## config.mk

```make
export PLATFORM = sky130hd
export DESIGN_NAME = lpls_unit
export DESIGN_NICKNAME = d
export VERILOG_FILES = /design/src/rtl/core/lpls_pkg.sv /design/src/rtl/core/lpls_unit.sv
export SDC_FILE = /design/constraint.sdc
export NUM_CORES = 1
export LEC_CHECK = 0
export ABC_AREA = 1
export BUFFER_PORTS_ARGS = -buffer_cell sky130_fd_sc_hd__clkbuf_2
export CORE_ASPECT_RATIO = 1.25
export CORE_MARGIN = 2
export CORE_UTILIZATION = 55
export DETAILED_ROUTE_END_ITERATION = 16
export HOLD_SLACK_MARGIN = 0.15
export PLACE_DENSITY = 0.82
export SLEW_MARGIN = 5
export SYNTH_ARGS = -nofsm -noshare
export SYNTH_HDL_FRONTEND = slang
export SYNTH_SLANG_ARGS = --single-unit
```

## constraint.sdc

```tcl
create_clock -name clk -period 9.57 [get_ports clk]
set_input_delay 1.914 -clock clk [delete_from_list [all_inputs] [get_ports clk]]
set_output_delay 1.914 -clock clk [all_outputs]
set_load 0.05 [all_outputs]
```

## src/rtl/core/lpls_pkg.sv

```systemverilog
// ----------------------------------------------------------------------------
// lpls_pkg
// Types and constants for the leash smoother.
// ----------------------------------------------------------------------------
package lpls_pkg;
    localparam int CW = 32;
    localparam int RADIUS_W = 23;
    localparam int WEIGHT_W = 16;
    localparam logic [RADIUS_W-1:0] RADIUS_BYPASS = 23'd655;
    localparam logic [WEIGHT_W-1:0] WEIGHT_MAX = 16'd62259;
    localparam logic [RADIUS_W-1:0] RADIUS_RESET = 23'd196608;
    localparam logic [WEIGHT_W-1:0] WEIGHT_RESET = 16'd32768;

    typedef enum logic [1:0] {
        CMD_REPORT = 2'd0,
        CMD_RESET  = 2'd1,
        CMD_SETPOS = 2'd2,
        CMD_NONE   = 2'd3
    } cmd_t;

    typedef enum logic {
        REG_RADIUS = 1'b0,
        REG_WEIGHT = 1'b1
    } reg_idx_t;

    typedef struct packed {
        logic [1:0]     cmd;
        logic [31:0]    target_x;
        logic [31:0]    target_y;
        logic [7:0]     buttons;
    } in_word_t;

    typedef struct packed {
        logic [31:0] pos_x;
        logic [31:0] pos_y;
    } out_word_t;

    // start of an iterative job
    typedef struct packed {
        logic        start;
        logic        is_div;
        logic [65:0] num;
        logic [32:0] den;
    } job_t;
endpackage

```

## src/rtl/core/lpls_unit.sv

```systemverilog
// ----------------------------------------------------------------------------
// lpls_unit
// Shared bit-serial unit: restoring square root or restoring division,
// one result bit per cycle.
// ----------------------------------------------------------------------------
module lpls_unit (
    input  logic            clk,
    input  logic            rst_n,
    input  lpls_pkg::job_t  job,
    output logic            busy,
    output logic [32:0]     result
);
    import lpls_pkg::*;

    logic        busy_reg, busy_next;
    logic        div_reg, div_next;
    logic [6:0]  cnt_reg, cnt_next;
    logic [65:0] num_reg, num_next;
    logic [32:0] den_reg, den_next;
    logic [35:0] rem_reg, rem_next;
    logic [32:0] q_reg, q_next;
    logic [35:0] trial;
    logic [35:0] shifted;

    always_comb
    begin
        busy_next = busy_reg;
        div_next = div_reg;
        cnt_next = cnt_reg;
        num_next = num_reg;
        den_next = den_reg;
        rem_next = rem_reg;
        q_next = q_reg;
        shifted = '0;
        trial = '0;
        if (job.start)
        begin
            busy_next = 1'b1;
            div_next = job.is_div;
            num_next = job.num;
            den_next = job.den;
            rem_next = '0;
            q_next = '0;
            cnt_next = job.is_div ? 7'd66 : 7'd33;
        end
        else if (busy_reg)
        begin
            if (div_reg)
            begin
                // quotient < 2^33 and remainder < den, so 34 bits suffice
                shifted = {rem_reg[34:0], num_reg[65]};
                trial = shifted - {3'b0, den_reg};
                num_next = {num_reg[64:0], 1'b0};
                if (!trial[35])
                begin
                    rem_next = trial;
                    q_next = {q_reg[31:0], 1'b1};
                end
                else
                begin
                    rem_next = shifted;
                    q_next = {q_reg[31:0], 1'b0};
                end
            end
            else
            begin
                // digit-by-digit square root, two radicand bits per step
                shifted = {rem_reg[33:0], num_reg[65:64]};
                trial = shifted - {1'b0, q_reg, 2'b01};
                num_next = {num_reg[63:0], 2'b00};
                if (!trial[35])
                begin
                    rem_next = trial;
                    q_next = {q_reg[31:0], 1'b1};
                end
                else
                begin
                    rem_next = shifted;
                    q_next = {q_reg[31:0], 1'b0};
                end
            end
            cnt_next = cnt_reg - 7'd1;
            if (cnt_reg == 7'd1)
            begin
                busy_next = 1'b0;
            end
        end
    end

    always_ff @(posedge clk or negedge rst_n)
    begin
        if (!rst_n)
        begin
            busy_reg <= 1'b0;
            cnt_reg <= '0;
            div_reg <= 1'b0;
        end
        else
        begin
            busy_reg <= busy_next;
            cnt_reg <= cnt_next;
            div_reg <= div_next;
        end
    end

    always_ff @(posedge clk)
    begin
        num_reg <= num_next;
        den_reg <= den_next;
        rem_reg <= rem_next;
        q_reg <= q_next;
    end

    assign busy = busy_reg;
    assign result = q_reg;
endmodule

```

==> reports/results.txt <==
post-synthesis mux area share: 0
final hold violation count: 0
clk slew on worst S/H paths: 0.07 ns
die height: 178.9 um
Largest register FFs: 66
Req. time, crit path: 9.91 ns
die area: 0.02575 sq mm
Mapped Cells: 2075
FMAX: 266.9 MHz
antenna diode count: 0
Setup crit end kind: flop
post-synthesis compound-gate area fraction: 0.1201
# placed instances: 2489
Tot GR Track Use: 0.2940
LEAKAGE: 7.829 nW
global-route wire length before repair: 59.36 mm
Worst setup SP type: primary input
row cnt: 64
# nets final: 2351
Routed Antenna Nets: 0
# IOs: 137
outcome: completed
residual DRC count: 0
Synth area leader: edfxtp_1
Synth Flop Type: edfxtp_1
Clock Tree Buf Depth: 2
FF+latch count, synth: 176
share of the synthesized area in the top cell type: 0.2208
number of synthesized flops with an enable pin: 99
reg2reg setup slack: 6.56 ns
H-tree Lvls: 4
Initial Util: 0.5548
Worst path depth: 7
max_slew headroom: 0.2511
final worst setup slack: 5.823 ns
RePlAce Congestion: 0.9343
Worst EP arrival: 4.09 ns
Worst Min Path Start: rem_reg[34]
CP max-delay cell: buf_4
min Tclk post-route: 3.747 ns
Clock Latency Late Sink: 0.45 ns
top post-synthesis cells by area: edfxtp_1 (22%), nand2_1 (20%), dfxtp_1 (10%)
xor/xnor share of the synthesized area: 0.02733
CTS Buf Count: 17
ys async rst share: 0.05114
area of the mapped netlist: 0.01346 sq mm
First-pass DRT Iterations: 5
R2R Path Start: num_reg[65]
Post-CTS Setup Inserts: 0
P&R area growth vs syn: 10.82%
WP buf/inv: 4
grt ovf: 0
Placeable Area: 0.02426 sq mm
Pwr per Cell Area: 304.7 mW/mm^2
post-DP HPWL: 28.59 mm
DRT iter0 DRCs: 782
Final Non-Filler Cells: 2521
fillers: 2296
Max Clock Skew: 0.01073 ns
CTS Root Cell: clkbuf_16
largest net degree at the start of global routing: 101
via count: 13.26k
Worst Hold Class: reg2reg
initial antenna violation count: 0
maximum VDD drop: 0.1696 mV
vias in the first global route: 12.44k
Post-CTS Resized: 0
reg-to-reg endpoint: rem_reg[28]
DR WL/cell: 14.78 um
final wirelength: 37.25 mm
Die Width: 143.9 um
Final Slew Violations: 0
Vias/cell: 5.258
pre-CTS setup slack: 5.339 ns
final-report setup violation count: 0
Worst Hold Slack: 0.5007 ns
Post-Synth Adder-Cell Area: 0.06562
clock sink count: 176
Avg Cell Area, Syn: 6.488 sq um
Setup Crit Path Kind: in2reg
RSZ-0062 raised after global routing: false
r2r worst-path depth: 19
Worst Hold Path Cells: 2
worst-path cell chain: buf_4 > nor2_2 > clkinv_2 > buf_4 > o21ai_0 > a31oi_1 > inv_1
layout cells sized above 1: 0.1041
CP max stage delay: 0.70 ns
CTS hold repair buffers: 0
multi-input logic area: 0.007381 sq mm
Max FO, Critical Path: 61
Seq/Total Area, Yosys: 0.3387
period utilization: 0.3916
setup_tns: 0 ns
Worst-Margin Slew: 1.122 ns
CP dominant cell by count: buf_4
Syn Nets: 2248
Hold Path Sink: rem_reg[34]
Reg area: 0.004561 sq mm
CTS tree: yes
maxcap violations: 0
synth warn: 0
Simple-Gate Fraction of Synth Area: 0.3349
main combinational cell family by area after synthesis: simple AND/OR/NAND/NOR gates
Top delay family on crit path: buffers and inverters
Yosys cell types: 41
Buffers on Ports: 136
[synthesized netlist by cell type (all sizes together), types with 2 or more instances]
cell / instances
nand2: 735
edfxtp: 99
o21ai: 163
o22ai: 32
a21oi: 67
nand3: 103
o21bai: 13
buf: 19
clkbuf: 40
dfrtp: 9
xnor2: 19
nor3: 12
xor2: 23
ha: 69
dfxtp: 68
inv: 327
o211ai: 13
or2: 2
nand4: 13
nor2: 237
nand3b: 3
a31oi: 3
[metal layers]
metal / up-vias / routed length [um] / GRT usage
met5: - / 0 / 0
met4: 0 / 1662 / 0.1397
met3: 97 / 2016 / 0.03980
met2: 467 / 18560 / 0.5341
met1: 5921 / 15010 / 0.3386
li1: 6771 / - / -
[layout make-up]
type | count | share of cell area
Tap cell | 330 | 0.02768
Clock buffer | 20 | 0.03061
Inverter | 327 | 0.08236
Clock inverter | 12 | 0.009561
Sequential cell | 176 | 0.3057
Timing Repair Buffer | 143 | 0.04932
Multi-Input combinational cell | 1513 | 0.4948
[layout by cell type, fill, tap and decap left out, drive strengths merged, types with 9 or more instances in the layout]
master / count
a21oi: 67
clkbuf: 155
dfrtp: 9
dfxtp: 68
edfxtp: 99
ha: 69
inv: 332
nand2: 735
nand3: 103
nand4: 13
nor2: 237
nor3: 12
o211ai: 13
o21ai: 163
o21bai: 13
o22ai: 32
xnor2: 19
xor2: 23
[kinds of logic (layout without fill, tap and decap cells)]
| group | Yosys count | count (layout) |
|---|---|---|
| flops | 176 | 176 |
| fa+ha+maj | 70 | 70 |
| buf+inv | 386 | 502 |
| xor+xnor | 42 | 42 |
| compound gates | 295 | 295 |
| simple gates | 1106 | 1106 |
[power by group]
group / internal [mW] / leakage, nW / switching [mW] / total [mW]
Sequential: 0.938 / 1.70 / 0.160 / 1.10
Combinational: 0.898 / 5.84 / 1.82 / 2.72
Clock: 0.404 / 0.289 / 0.326 / 0.730
[how the worst max path moves through the flow]
stage	from	endpoint
2_1_floorplan	job[100]	num_reg[0]
3_3_place_gp	job[100]	cnt_reg[6]
6_report	job[100]	cnt_reg[6]
5_1_grt	job[100]	cnt_reg[6]
4_1_cts	job[100]	cnt_reg[6]
3_5_place_dp	job[100]	cnt_reg[6]
[worst reg2reg max path: stages, from the launching register on]
cell and delay (ns):
edfxtp_1 0.52, inv_1 0.19, ha_1 0.25, inv_1 0.10, fa_1 0.44, nand3_1 0.11
nand3_1 0.13, nand2_1 0.09, nand2_1 0.11, a21oi_1 0.32, inv_1 0.07, nand2_1 0.10
nand2_1 0.06, nand2_1 0.06, nand2_1 0.05, nand2_1 0.06, nand3_1 0.06, nand2_1 0.10
nand2_1 0.05, nand2_1 0.07
[stage by stage]
stage | instance area [sq um] | utilization | power (mW)
4_1_cts | 14920 | 0.6148 | 4.521
5_1_grt | 14920 | 0.6148 | 4.942
6_report | 14920 | 0.6148 | 4.545
2_1_floorplan | 13460 | - | 3.183
3_5_place_dp | 14320 | 0.5901 | 3.781
3_3_place_gp | 14320 | 0.5901 | 3.737
(Power assumes the default switching activity.)
